`config.mk`:
```
export PLATFORM = sky130hd
export DESIGN_NAME = pvat_row
export DESIGN_NICKNAME = d
export VERILOG_FILES = /design/src/sv/pvat_pkg.sv /design/src/sv/pvat_row.sv
export SDC_FILE = /design/constraint.sdc
export NUM_CORES = 2
export LEC_CHECK = 0
export ABC_CLOCK_PERIOD_IN_PS = 7200
export BUFFER_PORTS_ARGS = -buffer_cell sky130_fd_sc_hd__buf_2
export CAP_MARGIN = 20
export CORE_ASPECT_RATIO = 1.5
export CORE_MARGIN = 2
export CORE_UTILIZATION = 60
export CTS_BUF_LIST = sky130_fd_sc_hd__clkbuf_8
export DETAILED_ROUTE_END_ITERATION = 8
export GPL_TIMING_DRIVEN = 0
export PLACE_DENSITY = 0.76
export SLEW_MARGIN = 20
export SYNTH_ARGS = -nofsm -noshare
export SYNTH_HDL_FRONTEND = slang
export SYNTH_SLANG_ARGS = --single-unit
```
`constraint.sdc`:
```
create_clock -name clk -period 7.2 [get_ports clk]
set_input_delay 0.36 -clock clk [delete_from_list [all_inputs] [get_ports clk]]
set_output_delay 0.36 -clock clk [all_outputs]
set_load 0.05 [all_outputs]
```
`src/sv/pvat_pkg.sv`:
```
// Shared constants and types for the packed vertex affine transform.
`timescale 1ns / 1ps
package pvat_pkg;

    localparam int COEF_W     = 20;
    localparam int TRANS_W    = 21;
    localparam int VTX_W      = 10;
    localparam int COORD_W    = 24;
    localparam int Q_FRAC     = 8;
    localparam int FRAC_SHIFT = 12;
    localparam int OUT_W      = 40;
    localparam int ROW_W      = 3 * COEF_W;
    localparam int TVEC_W     = 3 * TRANS_W;
    localparam int DATA_W     = 64;
    localparam int ADDR_W     = 5;
    localparam int PROD_W     = COORD_W + COEF_W;
    localparam int SUM_W      = PROD_W + 3;

    typedef logic signed [COORD_W-1:0] coord_t;
    typedef logic signed [OUT_W-1:0]   result_t;

    typedef enum logic [1:0] {
        REG_ROW_X = 2'd0,
        REG_ROW_Y = 2'd1,
        REG_ROW_Z = 2'd2,
        REG_TRANS = 2'd3
    } cfg_idx_t;

endpackage

```
`src/sv/pvat_row.sv`:
```
// One output row: three products, sum with offset, truncate and saturate.
`timescale 1ns / 1ps
module pvat_row (
    input  logic                             clk,
    input  logic [pvat_pkg::ROW_W-1:0]       coeffs,
    input  logic signed [pvat_pkg::TRANS_W-1:0] toff,
    input  pvat_pkg::coord_t                 x,
    input  pvat_pkg::coord_t                 y,
    input  pvat_pkg::coord_t                 z,
    output pvat_pkg::result_t                result
);
    import pvat_pkg::*;

    localparam logic signed [SUM_W-1:0] SAT_HI = (SUM_W'(1) <<< (OUT_W - 1)) - SUM_W'(1);
    localparam logic signed [SUM_W-1:0] SAT_LO = -(SUM_W'(1) <<< (OUT_W - 1));
    localparam logic signed [SUM_W-1:0] TRUNC_BIAS = (SUM_W'(1) <<< FRAC_SHIFT) - SUM_W'(1);

    logic signed [PROD_W-1:0] op_c [3];
    logic signed [PROD_W-1:0] op_k [3];
    logic signed [PROD_W-1:0] prod_next [3];
    logic signed [PROD_W-1:0] prod_reg [3];
    logic signed [SUM_W-1:0]  sum_next;
    logic signed [SUM_W-1:0]  sum_reg;
    logic signed [SUM_W-1:0]  quot;
    result_t                  result_next;
    result_t                  result_reg;

    always_comb
    begin
        op_c[0] = PROD_W'(x);
        op_c[1] = PROD_W'(y);
        op_c[2] = PROD_W'(z);
        for (int j = 0; j < 3; j++)
        begin
            op_k[j]      = PROD_W'($signed(coeffs[j*COEF_W +: COEF_W]));
            prod_next[j] = op_c[j] * op_k[j];
        end
    end

    // Offset is an integer: scale it up to the product's Q.20 position.
    always_comb
    begin
        sum_next = SUM_W'(prod_reg[0]) + SUM_W'(prod_reg[1]) + SUM_W'(prod_reg[2])
                 + (SUM_W'(toff) <<< (Q_FRAC + FRAC_SHIFT));
    end

    // Truncate toward zero: bias negative sums before the arithmetic shift.
    always_comb
    begin
        quot = (sum_reg + (sum_reg[SUM_W-1] ? TRUNC_BIAS : SUM_W'(0))) >>> FRAC_SHIFT;
        if (quot > SAT_HI)
        begin
            result_next = SAT_HI[OUT_W-1:0];
        end
        else if (quot < SAT_LO)
        begin
            result_next = SAT_LO[OUT_W-1:0];
        end
        else
        begin
            result_next = quot[OUT_W-1:0];
        end
    end

    always_ff @(posedge clk)
    begin
        prod_reg   <= prod_next;
        sum_reg    <= sum_next;
        result_reg <= result_next;
    end

    assign result = result_reg;

endmodule

```
### After elaboration in Yosys (flattened, before gate mapping)

Index checks and enable logic that the tools add are counted.

* input port bits: 154
* latch bits: 0
* output and inout bits: 40
* flip-flop bits (word level): 219
* memory bits (read-only): 0
* bits in writable memories: 0
* word-level logic and storage cells: 16
* memories: 0

* muxes and demuxes: 2
* $lt $le $gt $ge: 2
* div/mod/pow operators: 0
* bitwise gates (word level): 0
* multiply operators: 3
* shifts and indexed selects: 0
* reduce and logical (&&, ||, !) cells: 0
* eq/ne operators: 0
* add/sub/neg operators: 4

Operators by type and width (number)
* 24-bit by 20-bit multiplier with 44-bit output: 3
* 46-bit by 41-bit adder with 47-bit output: 1
* 47-bit by 13-bit adder with 47-bit output: 1
* 45-bit by 44-bit adder with 46-bit output: 1
* 44-bit by 44-bit adder with 45-bit output: 1
* 35-bit by 40-bit > comparator with 1-bit output, second input constant: 1
* 35-bit by 40-bit < comparator with 1-bit output, second input constant: 1
* 40-bit two-way mux: 1
* 12-bit two-way mux: 1

### Logic depth before layout (Yosys ltp)

* depth after elaboration: 4
* gate-level depth with buffers: 27

### Worst setup path before layout

OpenSTA, ideal clock, no wires.

* path type: input-to-reg
* start point: input coeffs[51] (netlist bit)
* end point: register prod_reg[43] (netlist bit)
* required time: 7.080 ns
* setup slack: 0.411 ns
* path buffers: 1
* arrival: 6.669 ns
* stages: 25
* cell sequence: clkbuf_1 -> nand2_1 -> fa_1 -> inv_1 -> fa_1 -> inv_1 -> fa_1 -> inv_1 -> fa_1 -> fa_1 -> fa_1 -> inv_1 -> fa_1 -> inv_1 -> ha_1 -> a21oi_1 -> o211ai_1 -> a311o_1 -> a211oi_1 -> o221ai_1 -> a41o_1 -> nor2b_1 -> a221o_1 -> a21oi_1 -> xnor2_1

RTL lines
* start: declaration: RTL line pvat_row.sv:5 `input logic [pvat_pkg::ROW_W-1:0] coeffs,`
* end signal: assignment: RTL line pvat_row.sv:67 `prod_reg <= prod_next;`
* end: declaration: RTL line pvat_row.sv:21 `logic signed [PROD_W-1:0] prod_reg [3];`

==> flow_metrics.py <==
metrics = {
    "timing": {
        "setup_tns_ps": 0,
        "skew_ps": 43.8,
        "fmax_ghz": 0.141,
        "drv_slew": 0,
        "setup_viol": 0,
        "relSlewSlack": 0.369,
        "hold_viol_final": 0,
        "rsz0062_at_grt": "yes",
        "worst_pin_slew_ps": 947,
        "finalCriticalPeriod_ps": 7110,
        "finalCritPeriodShare": 0.987,
    },
    "clock_tree": {
        "tritoncts": "built",
        "cts_max_path_buffers": 3,
        "clkTransAtPathRegs_ps": 60,
        "cts_num_sinks": 215,
        "cts_made_buffers": 36,
        "clkLatencyLatePin_ps": 600,
        "cts-root-buf": "clkbuf_8",
        "htreeDepth": 2,
    },
    "cells_and_area": {
        "n_fill_cell": 8547,
        "largest_reg_flops": 132,
        "final_nets": 8907,
        "layout_common_cells": "inv_1 (1,660), fa_1 (1,544), and2_1 (736), nand2_1 (729), ha_1 (413)",
        "drive_above_1_share": 0.0578,
        "final_core_util": 0.641,
        "instances_no_fill": 8138,
        "mostFrequentLayoutCell": "inv_1",
        "areaGrowthSynthToFinish_pct": 6.03,
    },
    "routing": {
        "wl_met1_um": 59000,
        "viasPerCell": 5.60,
        "wl_met3_um": 12900,
        "wl_per_cell_um": 21.4,
        "drc": 0,
        "vias": 45600,
        "first_iter_violations": 2701,
        "dr_wl_met2_um": 87300,
        "top_layer": "met5",
        "postRouteAntennaNets": 0,
        "wirelength_um": 174000,
        "dr.pass1.iters": 8,
    },
    "yosys": {
        "synth_compound_area_frac": 0.0510,
        "syn-num-nets": 8744,
        "synthSimpleGateAreaFrac": 0.146,
        "synth_top_family_by_area": "adder cells",
        "syn_inst": 6625,
        "synth-edff-count": 0,
        "synth-main-ff-cell": "dfxtp_1",
        "ys_ff_latch": 215,
        "synth_area_per_cell_um2": 9.35,
        "yosys.cell_types.count": 73,
        "async_flop_share": 0,
        "ys_warn_count": 0,
        "synth_seq_area_share": 0.0695,
        "synthAdderAreaFrac": 0.584,
        "synthMuxAreaShare": 0.000323,
        "syn_area_um2": 61900,
        "synth-xor-area-share": 0.0307,
    },
    "run": {
        "maxCapViolations": 0,
    },
    "grt": {
        "grt_start_max_net_pins": 20,
        "grt_pass1_wl_um": 273000,
        "grt-ovfl-total": 0,
        "grt_usage": 0.342,
        "grt_pass1_vias": 49900,
        "antenna_found_initial": 18,
    },
    "worst_setup_path": {
        "path_max_fanout": 10,
        "crit_path_end_kind": "flop",
        "critical_path.startpoint": "coeffs[59]",
        "cp-start-kind": "primary input",
        "cp.required_ps": 7620,
        "worst-setup-path-type": "in -> reg",
        "cp.arrival_ps": 7530,
        "r2r_start": "prod_reg[46]",
    },
    "worst_hold_path": {
        "min-delay-start": "z[0]",
        "holdCritPathClass": "in -> reg",
    },
    "die": {
        "coreArea_um2": 103000,
        "num_rows": 144,
        "chipWidth_um": 266,
        "start_util": 0.604,
        "dieArea_um2": 106000,
        "die_y_um": 397,
        "ios": 194,
    },
    "place": {
        "io_buffers": 121,
        "dp_hpwl_um": 151000,
        "place_congestion": 1.01,
        "dp.cells": 8060,
    },
    "status": {
        "run_status": "completed",
    },
}
[path summary, 6_finish.rpt]
kind | end | slack [ps] | cells after the start
max reg2reg | sum_reg[42] | 2210 | 14
min | prod_reg[0] | 370 | 2
min reg2reg | result[25] | 410 | 1
max | prod_reg[43] | 90 | 22
[cells in the mapped netlist, types with 9 or more instances]
master / number / share of area
inv_1: 1656 / 0.10
xor2_1: 46 / 0.0065
and2_1: 736 / 0.074
a211oi_1: 30 / 0.0036
o21ai_0: 77 / 0.0062
nand2b_1: 34 / 0.0034
clkbuf_1: 280 / 0.017
nand4_1: 24 / 0.0024
and4_1: 9 / 0.0013
and3_1: 29 / 0.0029
ha_1: 419 / 0.085
o21a_1: 22 / 0.0027
a31oi_1: 12 / 0.0012
nor2_1: 134 / 0.0081
nor2b_1: 13 / 0.0013
a21oi_1: 148 / 0.012
fa_1: 1546 / 0.50
dfxtp_1: 215 / 0.069
nand3_1: 45 / 0.0036
a21o_1: 89 / 0.011
nor3_1: 28 / 0.0023
xnor2_1: 171 / 0.024
o21bai_1: 25 / 0.0030
nand2_1: 729 / 0.044
[per-layer routing]
metal,up-vias,global-route usage
met3,692,0.0574
li1,19700,-
met5,-,0
met4,12,0.236
met2,1913,0.592
met1,23300,0.386
[kinds of logic (layout without fill, tap and decap cells)]
logic type,Yosys count,count (layout)
adders and majority gates,1965,1965
buffers and inverters,1946,2133
and+or+nand+nor,1796,1796
AOI/OAI and AO/OA,484,484
xor gates and xnor gates,217,217
DFF,215,215
muxes,2,2
other,0,12
[critical path, cell delays in order]
cell and delay [ps]:
buf_2 260, clkinvlp_4 320, clkbuf_2 370, nor2_1 200
fa_1 480, fa_1 420, fa_1 500, fa_1 560
fa_1 450, fa_1 530, fa_1 420, ha_1 280
clkbuf_1 280, nand3_1 160, nor3_1 240, o221ai_2 160
o221ai_2 230, a41o_1 280, nor2b_1 330, a221o_1 250
a21oi_4 90, xnor2_4 340
[through the flow]
stage	hold slack (ps)	setup WS, ps	instance area [um^2]
after global placement	434	-1540	64200
after detailed placement	432	-1580	64200
after floorplan	423	411	61900
after CTS	328	0.640	65200
final	374	91.0	65700
after global routing	381	-12.7	65600
[layout make-up]
type	instances	area [um^2]	share of cell area
inverter	1659	6240	0.0950
antenna	12	30.0	0.000457
multi-input combinational	4464	50600	0.770
sequential	215	4300	0.0655
clock buffer	44	606	0.00922
timing repair buffer	130	691	0.0105
clock inverter	18	181	0.00276
tap	1314	1640	0.0250
buffer	282	1410	0.0215
[what timing repair did]
item	4_1_cts	5_1_grt
setup buffers	1	8
pin swaps	4	14
hold buffers	0	0
resized for setup	106	296
endpoints found under the setup margin	25	28
Power is not shown: default switching activity piles up to over one toggle a cycle in this logic, so the estimate is an artifact.
